## src/rtl/core/pcdm_pkg.sv

```systemverilog
package pcdm_pkg;

  // Field widths
  localparam int CMD_W = 2;
  localparam int CH_W  = 3;
  localparam int VAL_W = 8;

  // Full-scale duty percentage
  localparam logic [VAL_W-1:0] PCT_FULL = 8'd100;

  // Steps of the serial unit: one multiplier or quotient bit per cycle
  localparam int SU_STEPS = VAL_W;
  localparam int SU_CNT_W = $clog2(SU_STEPS);

  typedef enum logic [CMD_W-1:0] {
    CMD_INIT          = 2'd0,
    CMD_DISABLE       = 2'd1,
    CMD_SET_DUTY      = 2'd2,
    CMD_CHANGE_PERIOD = 2'd3
  } pcdm_cmd_t;

  typedef enum logic {
    SU_MUL = 1'b0,
    SU_DIV = 1'b1
  } pcdm_su_op_t;

  // Command request
  typedef struct packed {
    pcdm_cmd_t        command;
    logic [CH_W-1:0]  channel;
    logic [VAL_W-1:0] value;
  } pcdm_in_t;

  // Result
  typedef struct packed {
    logic [CH_W-1:0]  channel_out;
    logic [VAL_W-1:0] period_out;
    logic [VAL_W-1:0] duty_out;
    logic             enabled_out;
    logic             ignored;
  } pcdm_out_t;

  // One channel's settings
  typedef struct packed {
    logic [VAL_W-1:0] period;
    logic [VAL_W-1:0] duty;
    logic             en;
  } pcdm_chan_t;

  // Channel bank write
  typedef struct packed {
    logic            we;
    logic [CH_W-1:0] ch;
    pcdm_chan_t      data;
  } pcdm_wr_t;

endpackage

```

## src/rtl/core/pcdm_bank.sv

```systemverilog
module pcdm_bank #(
  parameter int CHANNELS = 6
) (
  input  logic                     clk,
  input  logic                     rst_n,
  input  logic [pcdm_pkg::CH_W-1:0] rd_ch,
  output pcdm_pkg::pcdm_chan_t     rd_data,
  input  pcdm_pkg::pcdm_wr_t       wr
);
  import pcdm_pkg::*;

  localparam int IDX_W = (CHANNELS > 1) ? $clog2(CHANNELS) : 1;
  localparam logic [CH_W:0] CH_LIMIT = (CH_W + 1)'(CHANNELS);

  pcdm_chan_t bank_r [CHANNELS];

  // Read port; out-of-range channels read as zero
  always_comb begin
    if ({1'b0, rd_ch} < CH_LIMIT) begin
      rd_data = bank_r[rd_ch[IDX_W-1:0]];
    end else begin
      rd_data = '0;
    end
  end

  // Write port, cleared on reset
  always_ff @(posedge clk) begin
    for (int i = 0; i < CHANNELS; i++) begin
      if (!rst_n) begin
        bank_r[i] <= '0;
      end else if (wr.we && (wr.ch == CH_W'(i))) begin
        bank_r[i] <= wr.data;
      end
    end
  end

endmodule

```

## src/rtl/core/pcdm_serial_unit.sv

```systemverilog
module pcdm_serial_unit (
  input  logic                        clk,
  input  logic                        rst_n,
  input  logic                        go,
  input  pcdm_pkg::pcdm_su_op_t       op,
  input  logic [pcdm_pkg::VAL_W-1:0]  opnd,
  input  logic [2*pcdm_pkg::VAL_W-1:0] init,
  output logic                        done,
  output logic [2*pcdm_pkg::VAL_W-1:0] result
);
  import pcdm_pkg::*;

  // Work register: high half is the accumulator / partial remainder,
  // low half the multiplier bits / dividend bits turning into quotient.
  logic [2*VAL_W-1:0] work_r, work_nxt;
  logic [VAL_W-1:0]   opnd_r;
  pcdm_su_op_t        op_r;
  logic               run_r;
  logic               done_r;
  logic [SU_CNT_W-1:0] cnt_r;

  logic [VAL_W:0]     mul_sum;
  logic [VAL_W:0]     div_trial;
  logic [VAL_W:0]     div_diff;
  logic               div_ge;
  logic [VAL_W-1:0]   div_rem;

  // One shift-add or one restoring-divide step per cycle
  always_comb begin
    mul_sum   = {1'b0, work_r[2*VAL_W-1:VAL_W]} +
                (work_r[0] ? {1'b0, opnd_r} : {(VAL_W+1){1'b0}});
    div_trial = {work_r[2*VAL_W-1:VAL_W], work_r[VAL_W-1]};
    div_diff  = div_trial - {1'b0, opnd_r};
    div_ge    = (div_trial >= {1'b0, opnd_r});
    div_rem   = div_ge ? div_diff[VAL_W-1:0] : div_trial[VAL_W-1:0];
    case (op_r)
      SU_MUL:  work_nxt = {mul_sum, work_r[VAL_W-1:1]};
      default: work_nxt = {div_rem, work_r[VAL_W-2:0], div_ge};
    endcase
  end

  always_ff @(posedge clk) begin
    if (!rst_n) begin
      run_r  <= 1'b0;
      done_r <= 1'b0;
      cnt_r  <= '0;
    end else begin
      done_r <= 1'b0;
      if (go) begin
        run_r <= 1'b1;
        cnt_r <= '0;
      end else if (run_r) begin
        cnt_r <= cnt_r + 1'b1;
        if (cnt_r == SU_CNT_W'(SU_STEPS - 1)) begin
          run_r  <= 1'b0;
          done_r <= 1'b1;
        end
      end
    end
  end

  // Datapath, no reset needed
  always_ff @(posedge clk) begin
    if (go) begin
      work_r <= init;
      opnd_r <= opnd;
      op_r   <= op;
    end else if (run_r) begin
      work_r <= work_nxt;
    end
  end

  assign done   = done_r;
  assign result = work_r;

endmodule

```

## src/rtl/core/pwm_channel_duty_manager_top.sv

```systemverilog
// Sequence: dispatch finishes init, disable, an out-of-range channel or a change
//   period on a zero period; set duty makes two and change period four 8-step
//   passes through the bit-serial mul/div unit before the registered result strobe.
// Throughput: busy stays high until the strobe cycle, so the next request is
//   taken at the edge that takes the result; the receiver cannot stall.
// Reset (sync, active low): all channels cleared to period 0, duty 0, disabled.
module pwm_channel_duty_manager_top #(
  parameter int CHANNELS = 6
) (
  input  logic                clk,
  input  logic                rst_n,
  input  logic                start,
  output logic                busy,
  input  pcdm_pkg::pcdm_in_t  in_req,
  output logic                out_valid,
  output pcdm_pkg::pcdm_out_t out_res
);
  import pcdm_pkg::*;

  localparam logic [CH_W:0] CH_LIMIT = (CH_W + 1)'(CHANNELS);

  typedef enum logic [2:0] {
    S_IDLE,
    S_DISP,
    S_MUL1,
    S_DIV1,
    S_MUL2,
    S_DIV2
  } state_t;

  state_t     state_r, state_nxt;
  pcdm_in_t   req_r, req_nxt;
  logic       out_valid_r, out_valid_nxt;
  pcdm_out_t  out_res_r, out_res_nxt;

  pcdm_chan_t rd_data;
  pcdm_chan_t new_chan;
  pcdm_wr_t   wr;
  logic       ch_ok;
  logic       fin;
  logic [VAL_W-1:0] pct_sat;

  logic                 su_go;
  pcdm_su_op_t          su_op;
  logic [VAL_W-1:0]     su_opnd;
  logic [2*VAL_W-1:0]   su_init;
  logic                 su_done;
  logic [2*VAL_W-1:0]   su_res;

  pcdm_bank #(
    .CHANNELS (CHANNELS)
  ) u_bank (
    .clk     (clk),
    .rst_n   (rst_n),
    .rd_ch   (req_r.channel),
    .rd_data (rd_data),
    .wr      (wr)
  );

  pcdm_serial_unit u_su (
    .clk    (clk),
    .rst_n  (rst_n),
    .go     (su_go),
    .op     (su_op),
    .opnd   (su_opnd),
    .init   (su_init),
    .done   (su_done),
    .result (su_res)
  );

  assign ch_ok   = ({1'b0, req_r.channel} < CH_LIMIT);
  assign pct_sat = (req_r.value > PCT_FULL) ? PCT_FULL : req_r.value;

  // Command sequencer
  always_comb begin
    state_nxt     = state_r;
    req_nxt       = req_r;
    out_valid_nxt = 1'b0;
    out_res_nxt   = out_res_r;
    su_go         = 1'b0;
    su_op         = SU_MUL;
    su_opnd       = '0;
    su_init       = '0;
    fin           = 1'b0;
    new_chan      = rd_data;

    unique case (state_r)
      S_IDLE: begin
        if (start) begin
          req_nxt   = in_req;
          state_nxt = S_DISP;
        end
      end
      S_DISP: begin
        if (!ch_ok) begin
          fin = 1'b1;
        end else begin
          unique case (req_r.command)
            CMD_INIT: begin
              new_chan.period = req_r.value;
              new_chan.duty   = '0;
              new_chan.en     = 1'b1;
              fin             = 1'b1;
            end
            CMD_DISABLE: begin
              new_chan.en = 1'b0;
              fin         = 1'b1;
            end
            CMD_SET_DUTY: begin
              // period * pct
              su_go     = 1'b1;
              su_op     = SU_MUL;
              su_opnd   = rd_data.period;
              su_init   = {{VAL_W{1'b0}}, pct_sat};
              state_nxt = S_MUL1;
            end
            CMD_CHANGE_PERIOD: begin
              if (rd_data.period == '0) begin
                new_chan.period = req_r.value;
                new_chan.duty   = '0;
                fin             = 1'b1;
              end else begin
                // duty * 100
                su_go     = 1'b1;
                su_op     = SU_MUL;
                su_opnd   = rd_data.duty;
                su_init   = {{VAL_W{1'b0}}, PCT_FULL};
                state_nxt = S_MUL1;
              end
            end
          endcase
        end
      end
      S_MUL1: begin
        if (su_done) begin
          su_go     = 1'b1;
          su_op     = SU_DIV;
          su_opnd   = (req_r.command == CMD_SET_DUTY) ? PCT_FULL : rd_data.period;
          su_init   = su_res;
          state_nxt = S_DIV1;
        end
      end
      S_DIV1: begin
        if (su_done) begin
          if (req_r.command == CMD_SET_DUTY) begin
            new_chan.duty = su_res[VAL_W-1:0];
            fin           = 1'b1;
          end else begin
            // kept percentage times new period
            su_go     = 1'b1;
            su_op     = SU_MUL;
            su_opnd   = su_res[VAL_W-1:0];
            su_init   = {{VAL_W{1'b0}}, req_r.value};
            state_nxt = S_MUL2;
          end
        end
      end
      S_MUL2: begin
        if (su_done) begin
          su_go     = 1'b1;
          su_op     = SU_DIV;
          su_opnd   = PCT_FULL;
          su_init   = su_res;
          state_nxt = S_DIV2;
        end
      end
      S_DIV2: begin
        if (su_done) begin
          new_chan.duty   = su_res[VAL_W-1:0];
          new_chan.period = req_r.value;
          fin             = 1'b1;
        end
      end
      default: begin
        state_nxt = S_IDLE;
      end
    endcase

    // Finish: write back and present the result
    if (fin) begin
      state_nxt     = S_IDLE;
      out_valid_nxt = 1'b1;
      out_res_nxt.channel_out = req_r.channel;
      if (ch_ok) begin
        out_res_nxt.period_out  = new_chan.period;
        out_res_nxt.duty_out    = new_chan.duty;
        out_res_nxt.enabled_out = new_chan.en;
        out_res_nxt.ignored     = 1'b0;
      end else begin
        out_res_nxt.period_out  = '0;
        out_res_nxt.duty_out    = '0;
        out_res_nxt.enabled_out = 1'b0;
        out_res_nxt.ignored     = 1'b1;
      end
    end
  end

  // Bank write: enable, channel, new settings
  assign wr = {fin && ch_ok, req_r.channel, new_chan};

  always_ff @(posedge clk) begin
    if (!rst_n) begin
      state_r     <= S_IDLE;
      out_valid_r <= 1'b0;
    end else begin
      state_r     <= state_nxt;
      out_valid_r <= out_valid_nxt;
    end
    req_r     <= req_nxt;
    out_res_r <= out_res_nxt;
  end

  assign busy      = (state_r != S_IDLE);
  assign out_valid = out_valid_r;
  assign out_res   = out_res_r;

endmodule
```

## config.mk

```make
export PLATFORM = sky130hd
export DESIGN_NAME = pwm_channel_duty_manager_top
export DESIGN_NICKNAME = d
export VERILOG_FILES = /design/src/rtl/core/pcdm_pkg.sv /design/src/rtl/core/pcdm_bank.sv /design/src/rtl/core/pcdm_serial_unit.sv /design/src/rtl/core/pwm_channel_duty_manager_top.sv
export SDC_FILE = /design/constraint.sdc
export NUM_CORES = 1
export LEC_CHECK = 0
export BUFFER_PORTS_ARGS = -buffer_cell sky130_fd_sc_hd__clkbuf_2
export CAP_MARGIN = 25
export CELL_PAD_IN_SITES_DETAIL_PLACEMENT = 1
export CELL_PAD_IN_SITES_GLOBAL_PLACEMENT = 1
export CORE_MARGIN = 4
export CORE_UTILIZATION = 40
export CTS_BUF_LIST = sky130_fd_sc_hd__clkbuf_4
export DETAILED_ROUTE_END_ITERATION = 7
export GPL_TIMING_DRIVEN = 0
export PLACE_DENSITY = 0.73
export SLEW_MARGIN = 10
export SYNTH_ARGS = -nofsm -noshare
export SYNTH_HDL_FRONTEND = slang
export SYNTH_SLANG_ARGS = --single-unit
```

## constraint.sdc

```tcl
create_clock -name clk -period 5.7 [get_ports clk]
set_clock_uncertainty 0.2 [all_clocks]
set_input_delay 1.14 -clock clk [delete_from_list [all_inputs] [get_ports clk]]
set_output_delay 1.14 -clock clk [all_outputs]
set_load 0.005 [all_outputs]
```

==> flow_metrics.py, run 1 <==
metrics = {
    "run_status": {
        "status": "finished, final reports clean",
    },
    "floorplanning": {
        "die-area_mm2": 0.0244,
        "rows": 53,
        "fp.dieH_um": 156,
        "io-pin-count": 39,
        "initial_core_util_pct": 41.3,
        "die_width_um": 156,
        "core_mm2": 0.0213,
    },
    "critical_path": {
        "path_max_fanout": 30,
        "reg2regPathDepth": 11,
        "r2r_end": "u_bank.bank_r[2][8]",
        "start_kind": "flop",
        "rrSetupSlack_ps": 1170,
        "worstPathArrival_ps": 4630,
        "required_ps": 5810,
        "worstSetupEndpointType": "flop",
        "worstSetupPathType": "reg -> reg",
    },
    "pwr": {
        "switching_share_pct": 41.0,
        "seqPwrFrac_pct": 43.1,
        "combPwrFrac_pct": 38.1,
        "vdd_drop_max_v": 0.000183,
        "p_leak_nw": 3.62,
        "p_sw_mw": 1.63,
        "p_int_mw": 2.34,
        "clkPwrFrac_pct": 18.8,
        "powerDensity_mw_per_mm2": 407,
    },
    "logic_synthesis": {
        "synth_area_mm2": 0.00878,
        "ys_types": 66,
        "synth.avg_cell_area_um2": 11.9,
        "syn_nets": 780,
        "yosys_warnings": 0,
        "ys_ff_latch": 173,
        "synth_ff_type": "edfxtp_1",
        "synth-edff-count": 161,
        "ys_seq_area_share_pct": 57.8,
        "synth_top_cell_area_share_pct": 55.0,
        "synth_area_leaders": "edfxtp_1 55%, nor2_1 6.4%, mux4_2 4.4%",
        "postSynth.asyncResetShare_pct": 0,
        "netlist_instances": 740,
        "yosysTopAreaCell": "edfxtp_1",
    },
    "placed_design": {
        "hpwl_mm": 18.2,
        "numPortBuffers": 38,
        "place_area_mm2": 0.00943,
        "gp_congestion": 0.900,
    },
    "min_path": {
        "whs_path_depth": 2,
        "min_path_type": "reg -> reg",
        "hold_end": "u_su.cnt_r[1]",
        "hp-start": "u_su.cnt_r[1]",
    },
    "final_layout": {
        "area.sequential_mm2": 0.00507,
        "multi_input_area_mm2": 0.00342,
        "final_nets": 843,
        "final_common_cell": "edfxtp_1",
        "drive_above_1_share_pct": 16.1,
        "final_area_mm2": 0.00975,
        "most-common-layout-cells": "161 x edfxtp_1, 148 x nor2_1, 38 x clkbuf_2",
        "nFillCells": 2246,
        "area_growth_pct": 11.0,
    },
    "global_routing": {
        "grt_pass1_wl_mm": 38.1,
        "grt_max_degree": 31,
        "grtUsageTotal_pct": 20.3,
        "antenna_found_initial": 1,
        "grt_pass1_vias": 6724,
        "grt-ovfl-total": 0,
    },
    "timing": {
        "tns_ps": 0,
        "finalHoldViolations": 0,
        "max_slew_margin_pct": 39.8,
        "rsz0062_at_grt": "false",
        "tightest_slew_ps": 893,
        "finalSetupViolCount": 0,
        "min_period_ps": 4530,
        "report.final.slew_viol_count": 0,
        "fmax_mhz": 221,
        "fin_crit_sh_pct": 79.4,
    },
    "drt": {
        "drc_errors": 0,
        "postRouteAntennaNets": 0,
        "via_per_inst": 5.76,
        "wirelength_mm": 24.2,
        "wl_per_cell_um": 22.1,
        "drt-initial-drc-count": 470,
        "drt_pass1_iterations": 5,
        "num_vias": 6290,
    },
    "clock_network": {
        "cts_tree": "built",
        "clkTransAtPathRegs_ps": 190,
        "clk_latency_ps": 610,
        "htreeDepth": 4,
        "post_cts_buffers": 0,
        "tritoncts.num_buffers": 17,
        "clockBufferDepth": 2,
        "ctsHoldBuffers": 0,
        "cts_resized": 0,
        "cts_root_buf": "clkbuf_4",
        "clkSinkCount": 173,
    },
    "flow_run": {
        "max-cap-violations": 0,
    },
}
==> worst max-delay path, cell delays in order (launching register included) <==
cell and delay, ps:
dfxtp_1 360, clkbuf_1 430, buf_2 400, mux4_2 400
or4_1 490, o211ai_2 300, a211o_1 190, a31o_4 210
buf_6 320, nand2_1 160, o21ai_2 510, buf_8 230
==> synthesized netlist by cell type (3+ instances only) <==
cell type / n
o22ai_1: 5
mux2i_1: 29
nor4_1: 5
buf_6: 4
inv_1: 34
a221o_1: 3
nor2_1: 149
nand4_2: 4
nor3_1: 12
clkbuf_1: 26
xnor2_1: 4
mux4_2: 17
o221ai_1: 3
buf_1: 5
ha_1: 22
a31oi_1: 4
a21oi_1: 19
nand4_1: 4
or2_2: 5
a22oi_1: 25
and2_1: 10
edfxtp_1: 161
o21ai_0: 35
o211ai_1: 4
buf_2: 4
nor3b_1: 3
o21a_1: 3
nand2b_1: 7
nand2_1: 25
dfxtp_1: 12
a211oi_1: 19
o31a_1: 4
xor2_1: 3
nand3_1: 3
mux2_2: 3
and3_1: 4
a21o_1: 5
nor2b_1: 18
a21boi_0: 4
==> cell families (layout without fill, tap and decap cells) <==
kind of cell	after synthesis	after routing	share of synthesized area, %
muxes	49	49	8.05
DFF	173	173	57.8
AOI/OAI and AO/OA	153	153	12.0
adders and majority gates	24	24	3.59
and+or+nand+nor	260	260	14.3
buffers and inverters	74	150	3.56
other	0	1	0
xor gates and xnor gates	7	7	0.698
==> final cells by class <==
cell class                 instances  share of cell area [%]
clock inverter                    15                    1.95
timing repair buffer              44                    2.87
clock buffer                      17                    1.31
inverter                          35                    1.35
buffer                            39                    1.86
multi-input combinational        493                    35.1
tap                              275                    3.53
sequential                       173                    52.0
antenna                            1                  0.0257
==> power groups by stage <==
stage / registers (mW) / clock network [mW] / logic [mW]
4_1_cts: 1.71 / 0.763 / 1.52
6_report: 1.71 / 0.746 / 1.51
3_5_place_dp: 1.74 / 0 / 1.51
2_1_floorplan: 1.70 / 0 / 1.01
3_3_place_gp: 1.73 / 0 / 1.43
5_1_grt: 1.73 / 0.811 / 1.65
==> per-layer routing <==
layer / track usage [%] / up-vias / wire, um
li1: - / 2880 / -
met1: 26.9 / 3186 / 10600
met2: 35.1 / 195 / 12200
met3: 2.77 / 29 / 1020
met4: 5.74 / 0 / 395
met5: 0 / - / 0
==> worst max-delay path by stage <==
stage / endpoint / from / cells after the start
floorplan: u_bank.bank_r[4][0] / flop / 10
global placement: u_bank.bank_r[0][3] / flop / 10
detailed placement: u_bank.bank_r[2][3] / flop / 11
CTS: u_bank.bank_r[2][8] / flop / 11
global route: u_bank.bank_r[2][8] / flop / 11
finish: u_bank.bank_r[2][8] / flop / 11
==> stage by stage <==
step / std cells / util, % / setup WS, ps / hold slack (ps) / power [mW]
final: 1092 / 45.8 / 1170 / 350 / 3.97
after global routing: 1092 / 45.8 / 981 / 395 / 4.18
after CTS: 1091 / 45.8 / 1190 / 354 / 3.99
after detailed placement: 1059 / 44.3 / 1250 / 329 / 3.25
after global placement: 1053 / 43.8 / -226 / 312 / 3.17
after floorplan: 740 / - / 1330 / 302 / 2.71
==> registers in the layout, summed over array words and instances, names as in the netlist, named ones only <==
| register | flops |
|---|---|
| req_r | 13 |
| u_su.done | 1 |
| out_res | 21 |
| u_su.result | 16 |
| out_valid | 1 |
| u_su.run_r | 1 |
| u_su.opnd_r | 8 |
| state_r | 3 |
| u_su.cnt_r | 3 |
| u_bank.bank_r | 102 |
| u_su.op_r | 1 |
No activity file was read; power rests on OpenSTA's default activity.
==> inputs of run 2 (changes only) <==
- PLACE_DENSITY: 0.73 -> 0.75
- clock period: 5.7 -> 3.79 ns (I/O delays scaled with it)
==> flow_metrics.py, run 2 (synthesis gave the netlist of run 1 again) <==
metrics = {
    "final_layout": {
        "drive_above_1_share_pct": 18.9,
        "area_growth_pct": 13.6,
        "most-common-layout-cells": "161 x edfxtp_1, 148 x nor2_1, 41 x clkbuf_2",
        "largest_reg_flops": 102,
        "final_nets": 853,
        "final_common_cell": "edfxtp_1",
        "regMostFlops": "u_bank.bank_r",
    },
    "pwr": {
        "clkPwrFrac_pct": 18.9,
        "switching_share_pct": 38.7,
        "vdd_drop_max_v": 0.000391,
        "combPwrFrac_pct": 38.9,
        "powerDensity_mw_per_mm2": 614,
        "total_power_mw": 6.13,
        "seqPwrFrac_pct": 42.2,
        "p_int_mw": 3.75,
        "p_sw_mw": 2.37,
        "p_leak_nw": 3.71,
    },
    "drt": {
        "postRouteAntennaNets": 0,
        "via_per_inst": 5.75,
        "drc_errors": 0,
        "num_vias": 6331,
        "wl_per_cell_um": 22.5,
        "wirelength_mm": 24.8,
        "drt-initial-drc-count": 512,
        "drt_pass1_iterations": 5,
    },
    "critical_path": {
        "rrSetupSlack_ps": 80,
        "path_cells": "buf_6 -> mux4_2 -> or4_4 -> nor3_1 -> o41a_1 -> o211ai_1 -> a22oi_1 -> nor2_1",
        "worstSetupPathType": "reg -> reg",
        "worstPathArrival_ps": 3840,
        "path_max_fanout": 9,
        "crit_path_max_incr_delay_ps": 740,
        "start_kind": "flop",
        "required_ps": 3920,
        "worstSetupEndpointType": "flop",
        "cpMaxStageDelayCell": "a22oi_1",
    },
    "clock_network": {
        "tritoncts.num_buffers": 17,
        "clkTransAtPathRegs_ps": 150,
        "clockBufferDepth": 2,
        "ctsHoldBuffers": 0,
        "htreeDepth": 4,
        "cts_tree": "built",
        "clk_latency_ps": 600,
        "cts_root_buf": "clkbuf_4",
        "clkSinkCount": 173,
    },
    "floorplanning": {
        "die_width_um": 156,
        "fp.dieH_um": 156,
        "rows": 53,
        "io-pin-count": 39,
        "core_mm2": 0.0213,
        "die-area_mm2": 0.0244,
        "initial_core_util_pct": 41.3,
    },
    "global_routing": {
        "grt_max_degree": 31,
        "antenna_found_initial": 1,
        "grtUsageTotal_pct": 20.7,
        "grt_pass1_vias": 6657,
        "grt-ovfl-total": 0,
        "grt_pass1_wl_mm": 38.6,
    },
    "timing": {
        "finalHoldViolations": 0,
        "finalSetupViolCount": 0,
        "tightest_slew_ps": 978,
        "fin_crit_sh_pct": 97.9,
        "min_period_ps": 3710,
        "fmax_mhz": 269,
        "rsz0062_at_grt": "true",
        "whs_ps": 140,
        "max_slew_margin_pct": 34.1,
        "report.final.slew_viol_count": 0,
    },
    "placed_design": {
        "numPortBuffers": 38,
        "gp_congestion": 0.872,
        "hpwl_mm": 17.9,
    },
    "flow_run": {
        "max-cap-violations": 0,
    },
    "run_status": {
        "status": "finished, final reports clean",
    },
    "min_path": {
        "hp-start": "in_req[1]",
        "min_path_type": "in -> reg",
    },
}
## run 2: changes by cell type in the layout (fill, tap and decap cells not counted), sizes merged
| cell | delta |
|---|---|
| clkbuf | +4 |
| inv | -3 |
| buf | +8 |
| clkinv | -3 |
| bufinv | +3 |
## run 2: layer usage
metal / GRT usage [%] / part of all wire (%) / vias up
met4: 5.50 / 1.6 / 0
met3: 3.13 / 4.0 / 36
met1: 27.0 / 42 / 3210
met5: 0 / 0 / -
met2: 36.4 / 52 / 185
li1: - / - / 2900
## run 2: what timing repair did
item / CTS / global route
pin swaps: 4 / 6
setup endpoints to repair: 247 / 230
gates resized for setup: 16 / 14
setup buffers: 5 / 5
gates cloned: 0 / 1
## run 2: power by group through the flow
stage,sequential (mW),clock [mW],combinational (mW)
global placement,2.61,0,2.18
floorplan,2.56,0,1.52
finish,2.59,1.16,2.38
global route,2.62,1.25,2.59
CTS,2.58,1.17,2.30
detailed placement,2.61,0,2.25
## run 2: stage by stage
step                TNS (ps)  area (um2)  setup WS [ps]  util [%]  instances
floorplan             -12520        8780           -127         -        740
global placement     -141410        9320          -1340      43.8       1053
detailed placement    -74700        9430           -675      44.3       1059
CTS                        0        9860           5.32      46.3       1094
global route           -6390        9980           -197      46.9       1101
finish                     0        9980           79.4      46.9       1101
## run 2: final timing paths
check                        endpoint  cells after the start
setup / recovery  u_bank.bank_r[3][6]                      8
setup reg to reg  u_bank.bank_r[3][6]                      8
hold reg to reg         u_su.cnt_r[2]                      2
hold / removal               req_r[1]                      1
## run 2: layout make-up
cell class              count  area [um2]
well taps                 275         344
fillers                  2276       11300
clock buffers              19         143
plain buffers              37         191
inverters                  35         131
flip-flops and latches    173        5080
clock inverters            12         161
repair buffers             56         395
multi-input cells         493        3530
diodes                      1        2.50
## run 2: critical path: cells and delay by family (launching register included)
kind / cells / cell delay [ps]
AOI/OAI and AO/OA: 3 / 1250
and+or+nand+nor: 3 / 890
muxes: 1 / 570
DFF: 1 / 360
buffers and inverters: 1 / 170
==> inputs of run 3 (changes only) <==
- CELL_PAD_IN_SITES_DETAIL_PLACEMENT: 1 -> 0
==> flow_metrics.py, run 3 (synthesis gave the netlist of run 1 again) <==
metrics = {
    "pwr": {
        "p_leak_nw": 3.66,
        "vdd_drop_max_v": 0.000276,
        "total_power_mw": 5.89,
        "powerDensity_mw_per_mm2": 597,
    },
    "floorplanning": {
        "initial_core_util_pct": 41.3,
        "die-area_mm2": 0.0244,
        "io-pin-count": 39,
        "die_width_um": 156,
        "fp.dieH_um": 156,
        "rows": 53,
        "core_mm2": 0.0213,
    },
    "placed_design": {
        "gp_congestion": 0.872,
        "numPortBuffers": 38,
        "hpwl_mm": 16.0,
        "post-place-ws_ps": -601,
    },
    "clock_network": {
        "cts_tree": "built",
        "clk_latency_ps": 610,
        "clkSinkCount": 173,
        "cts_root_buf": "clkbuf_4",
        "tritoncts.num_buffers": 17,
        "clockBufferDepth": 2,
        "htreeDepth": 4,
        "clkTransAtPathRegs_ps": 150,
        "ctsHoldBuffers": 0,
    },
    "final_layout": {
        "most-common-layout-cells": "161 x edfxtp_1, 148 x nor2_1, 39 x clkbuf_2",
        "area_growth_pct": 12.3,
        "nFillCells": 1926,
        "final_nets": 849,
        "final_common_cell": "edfxtp_1",
        "fin_util_pct": 46.3,
        "regMostFlops": "u_bank.bank_r",
        "largest_reg_flops": 102,
        "drive_above_1_share_pct": 17.5,
    },
    "timing": {
        "fin_crit_sh_pct": 97.7,
        "rsz0062_at_grt": "true",
        "finalWorstSetupSlack_ps": 87.4,
        "finalSetupViolCount": 0,
        "min_period_ps": 3700,
        "fmax_mhz": 270,
        "report.final.slew_viol_count": 0,
        "max_slew_margin_pct": 28.7,
        "tns_ps": 0,
        "tightest_slew_ps": 1070,
        "finalHoldViolations": 0,
    },
    "critical_path": {
        "rrSetupSlack_ps": 90,
        "path_cells": "buf_6 -> mux4_2 -> or4_4 -> nor3_1 -> o41a_1 -> o21ai_0 -> a22oi_1 -> nor2_1",
        "r2r_end": "u_bank.bank_r[0][16]",
        "reg2regPathDepth": 8,
        "worstSetupEndpointType": "flop",
        "cpMaxStageDelayCell": "a22oi_1",
        "crit_path_max_incr_delay_ps": 790,
        "worstPathArrival_ps": 3830,
        "required_ps": 3920,
        "critPathCapture": "u_bank.bank_r[0][16]",
        "path_max_fanout": 9,
        "critPathBufInv": 1,
        "cp_top_family": "compound AO/OA/AOI/OAI gates",
        "start_kind": "flop",
        "worstSetupPathType": "reg -> reg",
        "cp_num_cells": 8,
    },
    "drt": {
        "postRouteAntennaNets": 0,
        "wirelength_mm": 22.1,
        "drt-initial-drc-count": 487,
        "wl_per_cell_um": 20.2,
        "drt_pass1_iterations": 5,
        "via_per_inst": 5.55,
        "num_vias": 6098,
        "drc_errors": 0,
    },
    "global_routing": {
        "grt_pass1_wl_mm": 34.9,
        "antenna_found_initial": 1,
        "grt_max_degree": 31,
        "grtUsageTotal_pct": 18.6,
        "grt_pass1_vias": 6105,
        "grt-ovfl-total": 0,
    },
    "min_path": {
        "min_path_type": "in -> reg",
        "whs_path_depth": 1,
    },
    "flow_run": {
        "max-cap-violations": 0,
    },
    "run_status": {
        "status": "finished, final reports clean",
    },
}
==> run 3: cell types whose count changed in the layout (fill, tap and decap cells not counted), sizes merged <==
cell,before,now
clkinvlp,1,2
buf,27,23
diode,1,2
clkdlybuf4s15,0,1
bufinv,3,1
clkbuf,85,82
inv,39,42
==> run 3: area by class of cell <==
| type | instances | area, um2 | area share, % |
|---|---|---|---|
| Multi-Input combinational cell | 493 | 3500 | 35.5 |
| Timing Repair Buffer | 51 | 350 | 3.55 |
| Clock buffer | 17 | 128 | 1.29 |
| Buffer | 38 | 198 | 2.00 |
| Sequential cell | 173 | 5080 | 51.5 |
| Clock inverter | 14 | 134 | 1.36 |
| Tap cell | 275 | 344 | 3.49 |
| Inverter | 35 | 131 | 1.33 |
| Antenna cell | 2 | 5.00 | 0.0507 |
==> run 3: worst min path at each step <==
stage                       start       endpoint
finish                 in_req[12]      req_r[12]
global route            in_req[0]       req_r[0]
CTS                    in_req[12]      req_r[12]
global placement    u_su.cnt_r[2]  u_su.cnt_r[2]
detailed placement  u_su.cnt_r[2]  u_su.cnt_r[2]
floorplan           u_su.cnt_r[1]  u_su.cnt_r[1]
==> run 3: repair_timing <==
item / in CTS / in global routing
setup buffers: 5 / 1
gates resized for setup: 12 / 8
endpoints found under the hold margin: 0 / 0
setup endpoints to repair: 239 / 145
gates cloned: 0 / 1
pin swaps: 4 / 1
==> run 3: power breakdown <==
group          switching (mW)  total [mW]  internal, mW  leakage (nW)
Sequential              0.160        2.58          2.42          1.70
Combinational            1.45        2.28         0.828          1.82
Clock                   0.697        1.03         0.336         0.137
Total                    2.31        5.89          3.58          3.66
==> run 3: stage by stage <==
step                      area (um2)  std cells  hold WS (ps)
final                           9870       1098           131
after global routing            9870       1098          91.6
after CTS                       9790       1094           106
after detailed placement        9430       1059           318
after global placement          9320       1053           315
after floorplan                 8780        740           302
==> run 3: routing by layer <==
layer  vias up  share of wire [%]  global-route usage, %
met5         -                  0                      0
met3        28                4.2                   3.19
met2       153                 49                   30.7
li1       2903                  -                      -
met4         0                1.5                   5.00
met1      3014                 45                   25.6
